**src/rtl/tmcs_pkg.sv**
```systemverilog
// tmcs_pkg: shared constants, command and status types of the two-modulus
// congruence search. No dependencies; every other file but tmcs_div uses this package.
`default_nettype none

package tmcs_pkg;

  // default modulus width and the fixed result width
  localparam int MOD_BITS_DEF = 16;
  localparam int YEAR_BITS    = 32;

  // datapath operations issued by the controller
  typedef enum logic [2:0] {
    OP_NONE,
    OP_LOAD,
    OP_DIV_START,
    OP_DIV_TAKE,
    OP_MUL,
    OP_SCAN_STEP,
    OP_OUT_HIT,
    OP_OUT_MISS
  } op_t;

  // which division the shared divider is working on
  typedef enum logic [2:0] {
    DIV_GCD,
    DIV_QUOT,
    DIV_RY,
    DIV_RX,
    DIV_MM
  } div_sel_t;

  typedef struct packed {
    op_t      op;
    div_sel_t div_sel;
  } cmd_t;

  typedef struct packed {
    logic zero_mod;   // m or n is zero
    logic q_zero;     // Euclid divisor has reached zero
    logic div_done;   // divider result valid this cycle
    logic over_limit; // scan value beyond lcm
    logic match;      // scan remainder equals wanted remainder
    logic out_busy;   // output register full and not being taken
  } sts_t;

endpackage

`default_nettype wire

```
**src/rtl/tmcs_if.sv**
```systemverilog
// tmcs_in_if / tmcs_out_if: valid-ready channels of the congruence search.
// Depends on tmcs_pkg for default widths.
`default_nettype none

interface tmcs_in_if #(
  parameter int W = tmcs_pkg::MOD_BITS_DEF
) ();
  logic         valid;
  logic         ready;
  logic [W-1:0] modulus_m;
  logic [W-1:0] modulus_n;
  logic [W-1:0] residue_x;
  logic [W-1:0] residue_y;

  modport source (
    output valid, modulus_m, modulus_n, residue_x, residue_y,
    input  ready
  );
  modport sink (
    input  valid, modulus_m, modulus_n, residue_x, residue_y,
    output ready
  );
endinterface

interface tmcs_out_if ();
  logic                           valid;
  logic                           ready;
  logic [tmcs_pkg::YEAR_BITS-1:0] year;
  logic                           found;

  modport source (
    output valid, year, found,
    input  ready
  );
  modport sink (
    input  valid, year, found,
    output ready
  );
endinterface

`default_nettype wire

```
**src/rtl/tmcs_div.sv**
```systemverilog
// tmcs_div: restoring divider, one quotient bit per cycle.
// Depends on nothing but its parameter; divisor must be non-zero.
`default_nettype none

module tmcs_div #(
  parameter int W = 16
) (
  input  logic         clk,
  input  logic         rst_n,
  input  logic         start,
  input  logic [W-1:0] dividend,
  input  logic [W-1:0] divisor,
  output logic         done,
  output logic [W-1:0] quotient,
  output logic [W-1:0] remainder
);

  localparam int CW = $clog2(W + 1);

  logic [W-1:0]  quo_r, quo_nxt;
  logic [W-1:0]  rem_r, rem_nxt;
  logic [W-1:0]  dsr_r;
  logic [CW-1:0] cnt_r;
  logic          busy_r;
  logic          done_r;

  logic [W:0] shifted;
  logic [W:0] diff;

  // one restoring step: shift in next dividend bit, subtract if it fits
  always_comb begin
    shifted = {rem_r, quo_r[W-1]};
    diff    = shifted - {1'b0, dsr_r};
    if (!diff[W]) begin
      rem_nxt = diff[W-1:0];
      quo_nxt = {quo_r[W-2:0], 1'b1};
    end else begin
      rem_nxt = shifted[W-1:0];
      quo_nxt = {quo_r[W-2:0], 1'b0};
    end
  end

  // control: count steps, pulse done after the last
  always_ff @(posedge clk) begin
    if (!rst_n) begin
      busy_r <= 1'b0;
      done_r <= 1'b0;
      cnt_r  <= '0;
    end else begin
      done_r <= 1'b0;
      if (start) begin
        busy_r <= 1'b1;
        cnt_r  <= CW'(W);
      end else if (busy_r) begin
        cnt_r <= cnt_r - 1'b1;
        if (cnt_r == CW'(1)) begin
          busy_r <= 1'b0;
          done_r <= 1'b1;
        end
      end
    end
  end

  // working registers
  always_ff @(posedge clk) begin
    if (start) begin
      quo_r <= dividend;
      rem_r <= '0;
      dsr_r <= divisor;
    end else if (busy_r) begin
      quo_r <= quo_nxt;
      rem_r <= rem_nxt;
    end
  end

  assign done      = done_r;
  assign quotient  = quo_r;
  assign remainder = rem_r;

endmodule

`default_nettype wire

```
**src/rtl/tmcs_dp.sv**
```systemverilog
// tmcs_dp: datapath of the congruence search: operand registers, Euclid state,
// lcm multiply, incremental remainder scan, output register.
// Depends on tmcs_pkg and tmcs_div.
`default_nettype none

module tmcs_dp #(
  parameter int W = tmcs_pkg::MOD_BITS_DEF
) (
  input  logic                           clk,
  input  logic                           rst_n,
  input  tmcs_pkg::cmd_t                 cmd,
  output tmcs_pkg::sts_t                 sts,
  input  logic [W-1:0]                   in_m,
  input  logic [W-1:0]                   in_n,
  input  logic [W-1:0]                   in_x,
  input  logic [W-1:0]                   in_y,
  output logic                           out_valid,
  input  logic                           out_ready,
  output logic [tmcs_pkg::YEAR_BITS-1:0] out_year,
  output logic                           out_found
);

  import tmcs_pkg::*;

  localparam int LW = 2 * W;     // lcm width
  localparam int VW = 2 * W + 1; // scan value width, room for one step past lcm

  logic [W-1:0]  m_r, n_r, x_r, y_r;
  logic [W-1:0]  p_r, q_r;
  logic [W-1:0]  quot_r;
  logic [LW-1:0] limit_r;
  logic [W-1:0]  ry_r, mm_r, r_r;
  logic [VW-1:0] v_r;
  logic [YEAR_BITS-1:0] year_r;
  logic          found_r;
  logic          out_valid_r;

  logic [W-1:0]  div_a, div_b, div_quo, div_rem;
  logic          div_start, div_done;
  logic [LW-1:0] prod;
  logic [W:0]    r_sum;
  logic [W-1:0]  r_nxt;

  // operand selection for the shared divider
  always_comb begin
    case (cmd.div_sel)
      DIV_GCD:  begin div_a = p_r; div_b = q_r; end
      DIV_QUOT: begin div_a = m_r; div_b = p_r; end
      DIV_RY:   begin div_a = y_r; div_b = n_r; end
      DIV_RX:   begin div_a = x_r; div_b = n_r; end
      DIV_MM:   begin div_a = m_r; div_b = n_r; end
      default:  begin div_a = m_r; div_b = n_r; end
    endcase
  end

  assign div_start = (cmd.op == OP_DIV_START);

  tmcs_div #(.W(W)) u_div (
    .clk       (clk),
    .rst_n     (rst_n),
    .start     (div_start),
    .dividend  (div_a),
    .divisor   (div_b),
    .done      (div_done),
    .quotient  (div_quo),
    .remainder (div_rem)
  );

  // lcm = (m / gcd) * n
  assign prod = quot_r * n_r;

  // next remainder mod n after adding m
  always_comb begin
    r_sum = {1'b0, r_r} + {1'b0, mm_r};
    if (r_sum >= {1'b0, n_r}) begin
      r_nxt = W'(r_sum - {1'b0, n_r});
    end else begin
      r_nxt = r_sum[W-1:0];
    end
  end

  // working registers
  always_ff @(posedge clk) begin
    case (cmd.op)
      OP_LOAD: begin
        m_r <= in_m;
        n_r <= in_n;
        x_r <= in_x;
        y_r <= in_y;
        p_r <= in_m;
        q_r <= in_n;
      end
      OP_DIV_TAKE: begin
        case (cmd.div_sel)
          DIV_GCD: begin
            p_r <= q_r;
            q_r <= div_rem;
          end
          DIV_QUOT: quot_r <= div_quo;
          DIV_RY:   ry_r <= div_rem;
          DIV_RX: begin
            r_r <= div_rem;
            v_r <= VW'(x_r);
          end
          DIV_MM:   mm_r <= div_rem;
          default:  mm_r <= div_rem;
        endcase
      end
      OP_MUL: limit_r <= prod;
      OP_SCAN_STEP: begin
        v_r <= v_r + VW'(m_r);
        r_r <= r_nxt;
      end
      OP_OUT_HIT: begin
        year_r  <= YEAR_BITS'(v_r);
        found_r <= 1'b1;
      end
      OP_OUT_MISS: begin
        year_r  <= '0;
        found_r <= 1'b0;
      end
      default: ;
    endcase
  end

  // output register valid flag
  always_ff @(posedge clk) begin
    if (!rst_n) begin
      out_valid_r <= 1'b0;
    end else if (cmd.op == OP_OUT_HIT || cmd.op == OP_OUT_MISS) begin
      out_valid_r <= 1'b1;
    end else if (out_ready) begin
      out_valid_r <= 1'b0;
    end
  end

  // status back to the controller
  assign sts.zero_mod   = (m_r == '0) || (n_r == '0);
  assign sts.q_zero     = (q_r == '0);
  assign sts.div_done   = div_done;
  assign sts.over_limit = (v_r > {1'b0, limit_r});
  assign sts.match      = (r_r == ry_r);
  assign sts.out_busy   = out_valid_r && !out_ready;

  assign out_valid = out_valid_r;
  assign out_year  = year_r;
  assign out_found = found_r;

endmodule

`default_nettype wire

```
**src/rtl/tmcs_ctrl.sv**
```systemverilog
// tmcs_ctrl: sequencer of the congruence search: Euclid loop, lcm, residue
// reductions, scan and result hand-off. Depends on tmcs_pkg.
`default_nettype none

module tmcs_ctrl (
  input  logic           clk,
  input  logic           rst_n,
  input  logic           in_valid,
  output logic           in_ready,
  input  tmcs_pkg::sts_t sts,
  output tmcs_pkg::cmd_t cmd
);

  import tmcs_pkg::*;

  typedef enum logic [2:0] {
    S_IDLE,
    S_CHECK,
    S_LAUNCH,
    S_DIV_WAIT,
    S_GCD_TEST,
    S_MUL,
    S_SCAN,
    S_DONE
  } state_t;

  state_t   state_r, state_nxt;
  div_sel_t sel_r, sel_nxt;
  logic     hit_r, hit_nxt;

  // next state and datapath command
  always_comb begin
    state_nxt   = state_r;
    sel_nxt     = sel_r;
    hit_nxt     = hit_r;
    cmd.op      = OP_NONE;
    cmd.div_sel = sel_r;
    in_ready    = 1'b0;
    case (state_r)
      S_IDLE: begin
        in_ready = 1'b1;
        if (in_valid) begin
          cmd.op    = OP_LOAD;
          state_nxt = S_CHECK;
        end
      end
      S_CHECK: begin
        if (sts.zero_mod) begin
          hit_nxt   = 1'b0;
          state_nxt = S_DONE;
        end else begin
          cmd.op      = OP_DIV_START;
          cmd.div_sel = DIV_GCD;
          sel_nxt     = DIV_GCD;
          state_nxt   = S_DIV_WAIT;
        end
      end
      S_LAUNCH: begin
        cmd.op    = OP_DIV_START;
        state_nxt = S_DIV_WAIT;
      end
      S_DIV_WAIT: begin
        if (sts.div_done) begin
          cmd.op = OP_DIV_TAKE;
          case (sel_r)
            DIV_GCD:  state_nxt = S_GCD_TEST;
            DIV_QUOT: state_nxt = S_MUL;
            DIV_RY: begin
              sel_nxt   = DIV_RX;
              state_nxt = S_LAUNCH;
            end
            DIV_RX: begin
              sel_nxt   = DIV_MM;
              state_nxt = S_LAUNCH;
            end
            DIV_MM:   state_nxt = S_SCAN;
            default:  state_nxt = S_SCAN;
          endcase
        end
      end
      S_GCD_TEST: begin
        // Euclid ends when the divisor reaches zero; p then holds the gcd
        if (sts.q_zero) begin
          sel_nxt = DIV_QUOT;
        end
        state_nxt = S_LAUNCH;
      end
      S_MUL: begin
        cmd.op    = OP_MUL;
        sel_nxt   = DIV_RY;
        state_nxt = S_LAUNCH;
      end
      S_SCAN: begin
        if (sts.over_limit) begin
          hit_nxt   = 1'b0;
          state_nxt = S_DONE;
        end else if (sts.match) begin
          hit_nxt   = 1'b1;
          state_nxt = S_DONE;
        end else begin
          cmd.op = OP_SCAN_STEP;
        end
      end
      S_DONE: begin
        if (!sts.out_busy) begin
          cmd.op    = hit_r ? OP_OUT_HIT : OP_OUT_MISS;
          state_nxt = S_IDLE;
        end
      end
      default: state_nxt = S_IDLE;
    endcase
  end

  always_ff @(posedge clk) begin
    if (!rst_n) begin
      state_r <= S_IDLE;
      sel_r   <= DIV_GCD;
      hit_r   <= 1'b0;
    end else begin
      state_r <= state_nxt;
      sel_r   <= sel_nxt;
      hit_r   <= hit_nxt;
    end
  end

endmodule

`default_nettype wire

```
**src/rtl/two_modulus_congruence_search.sv**
```systemverilog
// Channel  Dir  Payload                                            Handshake
// in_ch    in   modulus_m, modulus_n, residue_x, residue_y (W bits) valid/ready
// out_ch   out  year (32 bits), found (1 bit)                       valid/ready
//
// One item at a time. The scan takes at most n/gcd(m,n) + 1 steps; a zero
// modulus skips the Euclid loop and the scan and gives found = 0. The shared
// bit-serial divider serves the Euclid loop, the lcm quotient and the residue
// reductions.
// Reset (rst_n low, synchronous) empties the block; no clearing pass is needed.
// The result sits in an output register, so a stalled output holds only the
// next result's hand-off, not the start of the next item.
// Depends on tmcs_pkg, tmcs_if, tmcs_ctrl, tmcs_dp and tmcs_div.
`default_nettype none

module two_modulus_congruence_search #(
  parameter int MOD_BITS = tmcs_pkg::MOD_BITS_DEF
) (
  input logic        clk,
  input logic        rst_n,
  tmcs_in_if.sink    in_ch,
  tmcs_out_if.source out_ch
);

  import tmcs_pkg::*;

  cmd_t cmd;
  sts_t sts;

  tmcs_ctrl u_ctrl (
    .clk      (clk),
    .rst_n    (rst_n),
    .in_valid (in_ch.valid),
    .in_ready (in_ch.ready),
    .sts      (sts),
    .cmd      (cmd)
  );

  tmcs_dp #(.W(MOD_BITS)) u_dp (
    .clk       (clk),
    .rst_n     (rst_n),
    .cmd       (cmd),
    .sts       (sts),
    .in_m      (in_ch.modulus_m),
    .in_n      (in_ch.modulus_n),
    .in_x      (in_ch.residue_x),
    .in_y      (in_ch.residue_y),
    .out_valid (out_ch.valid),
    .out_ready (out_ch.ready),
    .out_year  (out_ch.year),
    .out_found (out_ch.found)
  );

endmodule

`default_nettype wire
```
**src/flat_wrapper.sv**
```systemverilog
// flat-port wrapper written by rule: the top's interface ports become plain ports
module two_modulus_congruence_search_flat import tmcs_pkg::*;
#(
  parameter int MOD_BITS = tmcs_pkg::MOD_BITS_DEF
)
  (clk, rst_n, in_ch_valid, in_ch_modulus_m, in_ch_modulus_n, in_ch_residue_x, in_ch_residue_y, in_ch_ready, out_ch_valid, out_ch_year, out_ch_found, out_ch_ready);
  tmcs_in_if in_ch_i ();
  tmcs_out_if out_ch_i ();
  input logic clk;
  input logic rst_n;
  input wire logic [$bits(in_ch_i.valid)-1:0] in_ch_valid;
  input wire logic [$bits(in_ch_i.modulus_m)-1:0] in_ch_modulus_m;
  input wire logic [$bits(in_ch_i.modulus_n)-1:0] in_ch_modulus_n;
  input wire logic [$bits(in_ch_i.residue_x)-1:0] in_ch_residue_x;
  input wire logic [$bits(in_ch_i.residue_y)-1:0] in_ch_residue_y;
  output wire logic [$bits(in_ch_i.ready)-1:0] in_ch_ready;
  output wire logic [$bits(out_ch_i.valid)-1:0] out_ch_valid;
  output wire logic [$bits(out_ch_i.year)-1:0] out_ch_year;
  output wire logic [$bits(out_ch_i.found)-1:0] out_ch_found;
  input wire logic [$bits(out_ch_i.ready)-1:0] out_ch_ready;
  assign in_ch_i.valid = in_ch_valid;
  assign in_ch_i.modulus_m = in_ch_modulus_m;
  assign in_ch_i.modulus_n = in_ch_modulus_n;
  assign in_ch_i.residue_x = in_ch_residue_x;
  assign in_ch_i.residue_y = in_ch_residue_y;
  assign in_ch_ready = in_ch_i.ready;
  assign out_ch_valid = out_ch_i.valid;
  assign out_ch_year = out_ch_i.year;
  assign out_ch_found = out_ch_i.found;
  assign out_ch_i.ready = out_ch_ready;
  two_modulus_congruence_search #(.MOD_BITS(MOD_BITS)) u_core (.clk(clk), .rst_n(rst_n), .in_ch(in_ch_i), .out_ch(out_ch_i));
endmodule
```
**config.mk**
```make
export PLATFORM = sky130hd
export DESIGN_NAME = two_modulus_congruence_search_flat
export DESIGN_NICKNAME = d
export VERILOG_FILES = /design/src/rtl/tmcs_pkg.sv /design/src/rtl/tmcs_if.sv /design/src/rtl/tmcs_div.sv /design/src/rtl/tmcs_dp.sv /design/src/rtl/tmcs_ctrl.sv /design/src/rtl/two_modulus_congruence_search.sv /design/src/flat_wrapper.sv
export SDC_FILE = /design/constraint.sdc
export NUM_CORES = 1
export LEC_CHECK = 0
export ABC_AREA = 1
export BUFFER_PORTS_ARGS = -buffer_cell sky130_fd_sc_hd__buf_2
export CORE_UTILIZATION = 32
export DETAILED_ROUTE_END_ITERATION = 10
export HOLD_SLACK_MARGIN = 0.05
export SYNTH_ARGS = -nofsm -noshare
export SYNTH_HDL_FRONTEND = slang
export SYNTH_SLANG_ARGS = --single-unit
```
**constraint.sdc**
```tcl
create_clock -name clk -period 7.85 [get_ports clk]
set_clock_uncertainty 0.2 [all_clocks]
set_input_delay 0.785 -clock clk [delete_from_list [all_inputs] [get_ports clk]]
set_output_delay 0.785 -clock clk [all_outputs]
set_load 0.01 [all_outputs]
```
==> flow_metrics.py <==
metrics = {
    "run_status": {
        "status": "complete, no violations",
    },
    "synth": {
        "ys_warn_count": 0,
        "ys.flop_type": "edfxtp_1",
        "syn_area_um2": 26290,
        "synthCells": 3014,
        "synth_most_common_cell": "nand2_1",
        "synth_top_area_cell": "edfxtp_1",
        "async_flop_share_pct": 0,
        "yosysUniqueCellTypes": 63,
        "ys_ff_latch": 321,
        "ys_seq_area_share_pct": 35.49,
        "syn-num-nets": 3482,
        "synth_commonest_cells": "nand2_1 (734), inv_1 (592), edfxtp_1 (290)",
        "yosysTopAreaCellShare_pct": 33.13,
        "synth_edf_count": 290,
        "synth.avg_cell_area_um2": 8.722,
        "synth_area_leaders": "edfxtp_1 (33%), fa_1 (15%), nand2_1 (10%), ha_1 (9.6%), inv_1 (8.5%)",
    },
    "timing": {
        "post-route-period-util_pct": 82.73,
        "rsz0062_at_grt": "false",
        "drv_slew": 0,
        "slew_headroom_pct": 26.36,
        "fmax_mhz": 154.0,
        "worst_pin_slew_ns": 1.100,
        "post-route-min-period_ns": 6.494,
        "setup_violations": 0,
        "fin_setup_tns_ns": 0,
        "setup_ws_ns": 1.356,
        "finalHoldViolCount": 0,
    },
    "finish": {
        "n_antenna_cell": 0,
        "area_growth_pct": 9.786,
        "final_area_um2": 28860,
        "drive_gt1_share_pct": 7.620,
        "nNetsFinal": 3527,
        "stdcell_count": 4144,
    },
    "critical_path": {
        "crit_path_start_kind": "register",
        "r2r_setup_slack_ns": 1.36,
        "cpPeakStageDelay_ns": 0.89,
        "crit_slowest_cell": "edfxtp_1",
        "required_ns": 7.94,
        "crit_type": "reg -> reg",
        "cp.arrival_ns": 6.58,
        "cp_cell_sequence": "nand2_1 -> fa_1 -> inv_1 -> fa_1 -> fa_1 -> fa_1 -> fa_1 -> inv_1 -> fa_1 -> inv_1 -> ha_1 -> a21oi_1 -> o21ai_0 -> a21oi_1 -> nand3_1 -> a21o_1 -> nand2_1 -> nand3_1 -> nand2_1 -> nand2_1",
        "path_common_cell": "fa_1",
        "critPathCaptureType": "register",
        "crit_fanout": 17,
    },
    "floorplan": {
        "ios": 103,
        "die_y_um": 288.6,
        "rows": 104,
        "dieArea_um2": 83300,
        "start_util_pct": 32.48,
        "coreArea_um2": 80940,
        "die_x_um": 288.6,
    },
    "clock_tree": {
        "cts_tree": "yes",
        "cts.path.max_buffers": 3,
        "post_cts_buffers": 0,
        "clk_pin_slew_ns": 0.06,
        "cts-buffers-inserted": 34,
        "postCtsHoldBufs": 0,
        "ctsHtreeMaxLevel": 2,
        "cts_root_buf": "clkbuf_16",
        "cts_sinks": 321,
        "clock_latency_ns": 0.54,
        "cts_resized": 0,
    },
    "grt": {
        "grt_pass1_wl_um": 117200,
        "grt_pass1_vias": 19850,
        "grt.total_usage_pct": 18.50,
        "grt_max_degree": 67,
        "overflow": 0,
        "antenna_found_initial": 1,
    },
    "drt": {
        "wl_per_cell_um": 18.66,
        "wirelength_um": 77350,
        "dr.pass1.iters": 5,
        "antenna_left": 0,
        "vias": 20290,
        "via_per_inst": 4.895,
        "drc": 0,
        "initialDrtViolationCount": 1506,
    },
    "job": {
        "maxCapViolations": 0,
    },
    "placement": {
        "gp_congestion": 0.9052,
        "io_buffers": 102,
        "dp_worst_setup_slack_ns": 1.396,
        "detailed_place.area_um2": 27750,
        "dpl.hpwl_um": 61170,
        "dp.cells": 4083,
    },
    "min_path": {
        "hold_class": "in -> reg",
    },
}
==> area by class of cell <==
type	instances	area [µm²]
Sequential cell	321	9329
Clock inverter	16	136.4
Fill cell	8420	52080
Multi-Input combinational cell	1980	14200
Tap cell	1060	1326
Timing Repair Buffer	114	600.6
Clock buffer	45	974.7
Inverter	608	2295
==> worst max-delay path, delay by kind of cell, from the launching register on <==
| kind | cells | cell delay, ns |
|---|---|---|
| AO/OA/AOI/OAI | 4 | 0.82 |
| adder cells (fa/ha/maj) | 7 | 3.56 |
| buffers and inverters | 3 | 0.15 |
| flip-flops | 1 | 0.89 |
| AND/OR/NAND/NOR | 6 | 0.61 |
==> state kept, by name (all words and copies together) (netlist names), 3 cells and up <==
signal	cells
u_core.u_dp.m_r	16
u_core.u_dp.u_div.cnt_r	5
u_core.u_dp.q_r	16
u_core.u_dp.u_div.quotient	16
u_core.u_ctrl.state_r	3
u_core.u_dp.ry_r	16
u_core.u_ctrl.sel_r	3
u_core.u_dp.r_r	16
u_core.u_dp.p_r	16
u_core.u_dp.out_year	32
u_core.u_dp.v_r	33
u_core.u_dp.quot_r	16
u_core.u_dp.n_r	16
u_core.u_dp.mm_r	16
u_core.u_dp.u_div.remainder	16
u_core.u_dp.u_div.dsr_r	16
u_core.u_dp.x_r	16
u_core.u_dp.y_r	16
u_core.u_dp.limit_r	32
==> cells by family (layout without fill, tap and decap cells) <==
kind of cell    after synthesis  after routing  synth area share [%]
flops                       321            321                 35.49
fa+ha+maj                   400            400                 24.69
simple gates               1140           1140                 18.23
xor+xnor                     97             97                 3.232
buf+inv                     713            783                 10.65
compound gates              341            341                 7.620
mux                           2              2               0.08567
==> through the flow <==
step	util, %	hold slack [ns]
finish	35.66	0.2231
CTS	35.66	0.2084
detailed placement	34.28	0.2386
floorplan	-	0.2264
global route	35.66	0.2115
global placement	34.28	0.2295
==> routing by layer <==
metal | global-route usage, % | share of wire, % | up-vias
li1 | - | - | 9698
met1 | 25.72 | 45 | 9803
met3 | 3.744 | 7.8 | 90
met5 | 0 | 0 | -
met4 | 4.132 | 2.3 | 0
met2 | 29.57 | 45 | 694
==> worst paths after layout <==
path | cells past startpoint | from | endpoint
hold reg to reg | 0 | u_core.u_dp.u_div.quotient[1] | u_core.u_dp.quot_r[1]
hold / removal | 1 | in_ch_residue_y[15] | u_core.u_dp.y_r[15]
setup / recovery | 20 | u_core.u_dp.n_r[12] | u_core.u_dp.limit_r[27]
setup reg to reg | 20 | u_core.u_dp.n_r[12] | u_core.u_dp.limit_r[27]
==> placed cells by master, fill, tap and decap left out, types with 8 or more instances in the layout <==
cell type / count
nand2_1: 732
inv_1: 591
edfxtp_1: 290
ha_1: 202
fa_1: 198
nor2_1: 153
nand3_1: 144
a21oi_1: 122
o21ai_0: 117
buf_2: 102
xor2_1: 57
xnor2_1: 40
clkbuf_16: 36
nand4_1: 33
dfxtp_1: 31
nor3_1: 21
o21ai_1: 20
nor4_1: 14
inv_2: 14
a21o_1: 12
buf_4: 12
o21bai_1: 10
o211ai_1: 8
o221ai_2: 8
Power is not shown: default switching activity piles up to over one toggle a cycle in this logic, so the estimate is an artifact.
